File: src/rtl/eacd_pkg.sv
// eacd_pkg: shared types, mode bit positions, command codes and the basic palette
// used by the attribute cell decoder modules; no dependencies

package eacd_pkg;

  typedef logic [5:0] color_t;
  typedef logic [7:0][5:0] pix_row_t;  // element i is pixel i, pixel 0 leftmost

  typedef enum logic [1:0] {
    CMD_PORT_WRITE = 2'd0,
    CMD_CELL       = 2'd1,
    CMD_BORDER     = 2'd2
  } command_t;

  localparam logic [15:0] MODE_PORT_ADDR = 16'h7FDF;

  // mode register bit positions
  localparam int unsigned MODE_HALF    = 7;
  localparam int unsigned MODE_EBORDER = 4;
  localparam int unsigned MODE_DOUBLE  = 3;
  localparam int unsigned MODE_EXTRA   = 2;

  localparam color_t COLOR_BLACK      = 6'd0;
  localparam color_t COLOR_WHITE      = 6'd42;
  localparam color_t COLOR_BRIGHT_WHT = 6'd63;

  // basic colour, bit 3 = bright
  function automatic color_t basic_index(input logic [3:0] c);
    color_t r;
    case (c)
      4'd0:    r = 6'd0;
      4'd1:    r = 6'd2;
      4'd2:    r = 6'd8;
      4'd3:    r = 6'd10;
      4'd4:    r = 6'd32;
      4'd5:    r = 6'd34;
      4'd6:    r = 6'd40;
      4'd7:    r = 6'd42;
      4'd8:    r = 6'd0;
      4'd9:    r = 6'd3;
      4'd10:   r = 6'd12;
      4'd11:   r = 6'd15;
      4'd12:   r = 6'd48;
      4'd13:   r = 6'd51;
      4'd14:   r = 6'd60;
      default: r = 6'd63;
    endcase
    return r;
  endfunction

  function automatic color_t pen_basic(input logic [7:0] a);
    return basic_index({a[6], a[2:0]});
  endfunction

  function automatic color_t paper_basic(input logic [7:0] a);
    return basic_index(a[6:3]);
  endfunction

endpackage

File: src/rtl/enhanced_attribute_cell_decoder.sv
// enhanced_attribute_cell_decoder: top level, port registers and result register
// depends on eacd_pkg, eacd_border, eacd_cell
// result valid rises in the cycle after a cell or border input is taken
// throughput: one item per cycle; input is taken while the result register is
// empty or being drained in the same cycle
// reset clears the border and mode bytes and the result valid flag

module enhanced_attribute_cell_decoder import eacd_pkg::*; (
  input  logic        clk,
  input  logic        rst,
  input  logic        in_valid,
  output logic        in_ready,
  input  logic [1:0]  command,
  input  logic [15:0] port_address,
  input  logic [7:0]  port_data,
  input  logic [7:0]  pixel_byte,
  input  logic [7:0]  attr_first,
  input  logic [7:0]  attr_second,
  input  logic        flash_phase,
  output logic        out_valid,
  input  logic        out_ready,
  output logic [5:0]  pix0,
  output logic [5:0]  pix1,
  output logic [5:0]  pix2,
  output logic [5:0]  pix3,
  output logic [5:0]  pix4,
  output logic [5:0]  pix5,
  output logic [5:0]  pix6,
  output logic [5:0]  pix7,
  output logic        is_border
);

  logic [7:0] border_reg;
  logic [7:0] mode_reg;
  logic       result_valid;
  pix_row_t   result_pix;
  logic       result_border;

  logic       in_fire;
  command_t   cmd;
  color_t     border_color;
  pix_row_t   cell_pix;
  pix_row_t   pix_next;
  logic       produce;

  assign in_ready = !result_valid || out_ready;
  assign in_fire  = in_valid && in_ready;
  assign cmd      = command_t'(command);

  eacd_border u_border (
    .border_byte (border_reg),
    .mode_byte   (mode_reg),
    .flash_phase (flash_phase),
    .color       (border_color)
  );

  eacd_cell u_cell (
    .mode_byte   (mode_reg),
    .pixel_byte  (pixel_byte),
    .attr_first  (attr_first),
    .attr_second (attr_second),
    .flash_phase (flash_phase),
    .pix         (cell_pix)
  );

  always_comb begin
    produce  = 1'b0;
    pix_next = cell_pix;
    case (cmd)
      CMD_CELL: begin
        produce = 1'b1;
      end
      CMD_BORDER: begin
        produce  = 1'b1;
        pix_next = {8{border_color}};
      end
      default: begin
        produce = 1'b0;
      end
    endcase
  end

  always_ff @(posedge clk) begin
    if (rst) begin
      border_reg <= 8'h00;
      mode_reg   <= 8'h00;
    end else if (in_fire && cmd == CMD_PORT_WRITE) begin
      if (!port_address[0]) begin
        border_reg <= port_data;
      end else if (port_address == MODE_PORT_ADDR) begin
        mode_reg <= port_data;
      end
    end
  end

  always_ff @(posedge clk) begin
    if (rst) begin
      result_valid <= 1'b0;
    end else if (in_ready) begin
      result_valid <= in_fire && produce;
    end
  end

  always_ff @(posedge clk) begin
    if (in_fire && produce) begin
      result_pix    <= pix_next;
      result_border <= (cmd == CMD_BORDER);
    end
  end

  assign out_valid = result_valid;
  assign is_border = result_border;
  assign pix0      = result_pix[0];
  assign pix1      = result_pix[1];
  assign pix2      = result_pix[2];
  assign pix3      = result_pix[3];
  assign pix4      = result_pix[4];
  assign pix5      = result_pix[5];
  assign pix6      = result_pix[6];
  assign pix7      = result_pix[7];

endmodule

File: src/rtl/eacd_border.sv
// eacd_border: border colour from the border and mode bytes
// depends on eacd_pkg

module eacd_border import eacd_pkg::*; (
  input  logic [7:0] border_byte,
  input  logic [7:0] mode_byte,
  input  logic       flash_phase,
  output color_t     color
);

  always_comb begin
    if (!mode_byte[MODE_EBORDER]) begin
      color = basic_index({1'b0, border_byte[2:0]});
    end else if (mode_byte[MODE_EXTRA]) begin
      // border byte bits rearranged into GRB
      color = {border_byte[2], border_byte[7], border_byte[1],
               border_byte[6], border_byte[0], border_byte[5]};
    end else if (border_byte[7] && flash_phase) begin
      if (border_byte[5]) begin
        color = border_byte[6] ? COLOR_BRIGHT_WHT : COLOR_WHITE;
      end else begin
        color = COLOR_BLACK;
      end
    end else begin
      color = pen_basic(border_byte);
    end
  end

endmodule

File: src/rtl/eacd_cell.sv
// eacd_cell: screen cell to eight palette indices (attribute modes, flash, half cell)
// depends on eacd_pkg

module eacd_cell import eacd_pkg::*; (
  input  logic [7:0] mode_byte,
  input  logic [7:0] pixel_byte,
  input  logic [7:0] attr_first,
  input  logic [7:0] attr_second,
  input  logic       flash_phase,
  output pix_row_t   pix
);

  logic [7:0] bits;
  color_t     lset;
  color_t     lclr;
  color_t     rset;
  color_t     rclr;
  color_t     c1;
  color_t     c2;
  logic       half;

  assign half = mode_byte[MODE_HALF];

  always_comb begin
    bits = pixel_byte;
    c1   = pen_basic(attr_first);
    c2   = paper_basic(attr_first);
    lset = c1;
    lclr = c2;
    rset = c1;
    rclr = c2;
    if (mode_byte[MODE_DOUBLE]) begin
      if (flash_phase) begin
        if (attr_first[7]) begin
          bits = attr_second[7] ? ~pixel_byte : 8'h00;
        end else if (attr_second[7]) begin
          bits = 8'hFF;
        end
      end
      if (mode_byte[MODE_EXTRA]) begin
        c1 = attr_first[5:0];
        c2 = attr_second[5:0];
        if (half) begin
          lset = c2;
          lclr = COLOR_BLACK;
          rset = c1;
          rclr = COLOR_BLACK;
        end else begin
          lset = c1;
          lclr = c2;
          rset = c1;
          rclr = c2;
        end
      end else begin
        c1 = pen_basic(attr_first);
        c2 = pen_basic(attr_second);
        rset = c1;
        rclr = c2;
        if (half) begin
          lset = paper_basic(attr_first);
          lclr = paper_basic(attr_second);
        end else begin
          lset = c1;
          lclr = c2;
        end
      end
    end else begin
      if (attr_first[7] && flash_phase) begin
        bits = ~pixel_byte;
      end
      if (mode_byte[MODE_EXTRA]) begin
        c1 = attr_first[5:0];
        c2 = attr_first[6] ? COLOR_WHITE : COLOR_BLACK;
      end
      if (half) begin
        lset = c2;
        lclr = COLOR_BLACK;
        rset = c1;
        rclr = COLOR_BLACK;
      end else begin
        lset = c1;
        lclr = c2;
        rset = c1;
        rclr = c2;
      end
    end
  end

  // msb pixel first
  always_comb begin
    for (int i = 0; i < 8; i++) begin
      if (i < 4) begin
        pix[i] = bits[7 - i] ? lset : lclr;
      end else begin
        pix[i] = bits[7 - i] ? rset : rclr;
      end
    end
  end

endmodule

File: config.mk
export PLATFORM = sky130hd
export DESIGN_NAME = enhanced_attribute_cell_decoder
export DESIGN_NICKNAME = d
export VERILOG_FILES = /design/src/rtl/eacd_pkg.sv /design/src/rtl/enhanced_attribute_cell_decoder.sv /design/src/rtl/eacd_border.sv /design/src/rtl/eacd_cell.sv
export SDC_FILE = /design/constraint.sdc
export NUM_CORES = 1
export LEC_CHECK = 0
export BUFFER_PORTS_ARGS = -buffer_cell sky130_fd_sc_hd__buf_2
export CORE_ASPECT_RATIO = 0.6
export CORE_UTILIZATION = 45
export CTS_CLUSTER_DIAMETER = 80
export DETAILED_ROUTE_END_ITERATION = 6
export PLACE_DENSITY_LB_ADDON = 0.25
export SYNTH_ARGS = -nofsm -noshare
export SYNTH_HDL_FRONTEND = slang
export SYNTH_SLANG_ARGS = --single-unit
File: constraint.sdc
create_clock -name clk -period 2.6 [get_ports clk]
set_clock_uncertainty 0.05 [all_clocks]
set_input_delay 0.26 -clock clk [delete_from_list [all_inputs] [get_ports clk]]
set_output_delay 0.26 -clock clk [all_outputs]
set_load 0.05 [all_outputs]
==> flow_summary.yaml <==
run_status:
  status: "finished, violations left"
  violations: "DRC"
power_and_ir_drop:
  p_leak_nw: 2.01
  power_density_nw_per_um2: 615
  peakVddDrop_uv: 513
route:
  finalWirelength_um: 11300
  drt-pass1-iter-count: 7
  vias_per_cell: 5.85
  drc_errors: 6
  ant_nets: 0
  drt_iter0_markers: 429
  vias: 3648
  wl_per_cell_um: 18.2
clocking:
  clock-root-buffer: "clkbuf_16"
  cts_setup_buffers: 0
  cts_tree: "yes"
  numCtsBuffers: 9
  cts.sinks: 69
  clk_pin_slew_ps: 60
  ctsResizeCount: 0
  clk_latency_ps: 340
  cts_hold_buffers: 0
  htreeDepth: 3
  cts.path.max_buffers: 2
place:
  pre_cts_slack_ps: 329
  gp_congestion: 0.913
  io_buffers: 105
  hpwl_um: 8350
worst_setup_path:
  crit_arrival_ps: 2460
  worstPathCellList: "buf_4 -> o311ai_0 -> a21boi_1 -> a221o_1"
  rrSetupSlack_ps: 300
  path_max_fanout: 22
  worst_ep_required_time_ps: 2750
  start_kind: "flip-flop"
  slowest_delay_ps: 790
  path_class: "flip-flop to flip-flop"
  cp_slowest_cell: "dfxtp_1"
  crit_path_end_kind: "flip-flop"
timing:
  setup-violations-final: 0
  rsz0062_at_grt: "no"
  slew_headroom_pct: 45.7
  slew_violations: 0
  timing.final.ws_setup_ps: 299
  setup_tns_ps: 0
  tightest_slew_ps: 813
  max_freq_mhz: 435
  finalHoldViolations: 0
  min_period_ps: 2300
  period_share_pct: 88.5
logic_synthesis:
  synth_flop_cell: "edfxtp_1"
  async_flop_share_pct: 0
  ys_seq_area_share_pct: 45.7
  ys_types: 60
  synthesis.area_um2: 4100
  syn-num-nets: 465
  syn_area_per_cell_um2: 10.0
  synth_warnings: 0
  synthCells: 408
  synth_edf_count: 49
  ys_ff_latch: 69
global_routing:
  overflow: 0
  grt_max_degree: 50
  grt_pass1_vias: 3380
  antenna_found_initial: 0
  grt_pass1_wl_um: 18200
  track_usage_pct: 25.3
floorplanning:
  coreArea_um2: 8690
  die_h_um: 75.9
  initial_utilization_pct: 47.2
  row_count: 26
  die_area_um2: 9510
  ios: 106
  die_w_um: 125
cells_and_area:
  antenna_cells: 0
  layout-drive-gt1-share_pct: 29.9
  area_growth_pct: 22.2
  final_common_cell: "buf_2"
  nets: 564
  layout_common_cells: "105 x buf_2, 49 x edfxtp_1, 37 x nand2_1"
hold_path:
  min_path_type: "primary input to flip-flop"
job:
  max_cap_violations: 0
critical path, delay by kind of cell (launching register included):
family,cells,cell delay [ps]
compound gates,3,1020
flops,1,790
buf+inv,1,310
cells in the mapped netlist (3+ instances only):
cell type   n  area share, %
buf_4       3           0.55
inv_1      13            1.2
buf_2      10            1.2
nand4b_1    3           0.64
o21ai_0    13            1.6
a31o_2      3           0.64
nor3_1      7           0.85
a211o_1     4           0.85
edfxtp_1   49             36
o22ai_1     3           0.46
o211ai_1   25            4.6
o311ai_2    3            1.2
nand4_1     4           0.61
a22oi_4     3            1.6
o221ai_1    3           0.64
and3_1      4           0.61
nand2b_1   14            2.1
dfxtp_1    20            9.8
a221o_1     8            2.0
mux2_2      4            1.1
nor2b_1    12            1.8
nand3b_1   11            2.0
nor3b_1     3           0.55
nand3_1     9            1.1
clkbuf_1   13            1.2
a31o_1      3           0.64
a21oi_1    18            2.2
mux2i_1    16            3.9
a21boi_0    7            1.3
o21bai_1    5           0.92
o31ai_1     8            1.5
a22o_1      4           0.85
nand2_1    37            3.4
nor2_1     30            2.7
report_power, final:
part | switching, mW | leakage, nW | internal, mW
sequential | 0.0175 | 0.625 | 1.26
clock | 0.451 | 0.137 | 0.736
combinational | 0.432 | 1.25 | 0.180
path summary, 6_finish.rpt:
check | startpoint | endpoint | cells after the start
max | mode_reg[2]$_SDFFE_PP0P_ | pix1[5]$_DFFE_PP_ | 4
max reg2reg | mode_reg[2]$_SDFFE_PP0P_ | pix1[5]$_DFFE_PP_ | 4
min | port_data[4] | mode_reg[4]$_SDFFE_PP0P_ | 3
min reg2reg | mode_reg[7]$_SDFFE_PP0P_ | mode_reg[7]$_SDFFE_PP0P_ | 2
metal layers:
metal | wire length (µm) | vias up | track usage, %
met5 | 0 | - | 0
met1 | 5640 | 1725 | 37.8
li1 | - | 1767 | -
met4 | 91 | 0 | 8.66
met2 | 4760 | 146 | 35.3
met3 | 850 | 10 | 6.43
stage by stage:
| step | total power [mW] | cells | hold slack [ps] | area, µm² | utilization [%] |
|---|---|---|---|---|---|
| 6_report | 3.08 | 624 | 123 | 5010 | 57.6 |
| 5_1_grt | 3.19 | 624 | 139 | 5010 | 57.6 |
| 4_1_cts | 3.09 | 624 | 119 | 5010 | 57.6 |
| 3_5_place_dp | 1.91 | 608 | 465 | 4720 | 54.4 |
| 3_3_place_gp | 1.90 | 608 | 445 | 4720 | 54.4 |
| 2_1_floorplan | 1.74 | 408 | 354 | 4100 | - |
logic make-up (layout without fill, tap and decap cells):
kind of cell,count (synthesis),count (layout),synth area share (%)
adder cells (fa/ha/maj),2,2,0.610
multiplexers,21,21,5.37
buffers and inverters,42,146,4.79
flip-flops,69,69,45.7
AO/OA/AOI/OAI,125,125,24.1
AND/OR/NAND/NOR,149,149,19.5
final cells by class:
type / count / area [µm²]
fill: 736 / 3680
multi-input combinational: 297 / 2030
sequential: 69 / 1870
timing repair buffer: 117 / 628
clock buffer: 11 / 233
tap: 112 / 140
inverter: 13 / 52.6
clock inverter: 5 / 51.3
No activity file was read; power rests on OpenSTA's default activity.
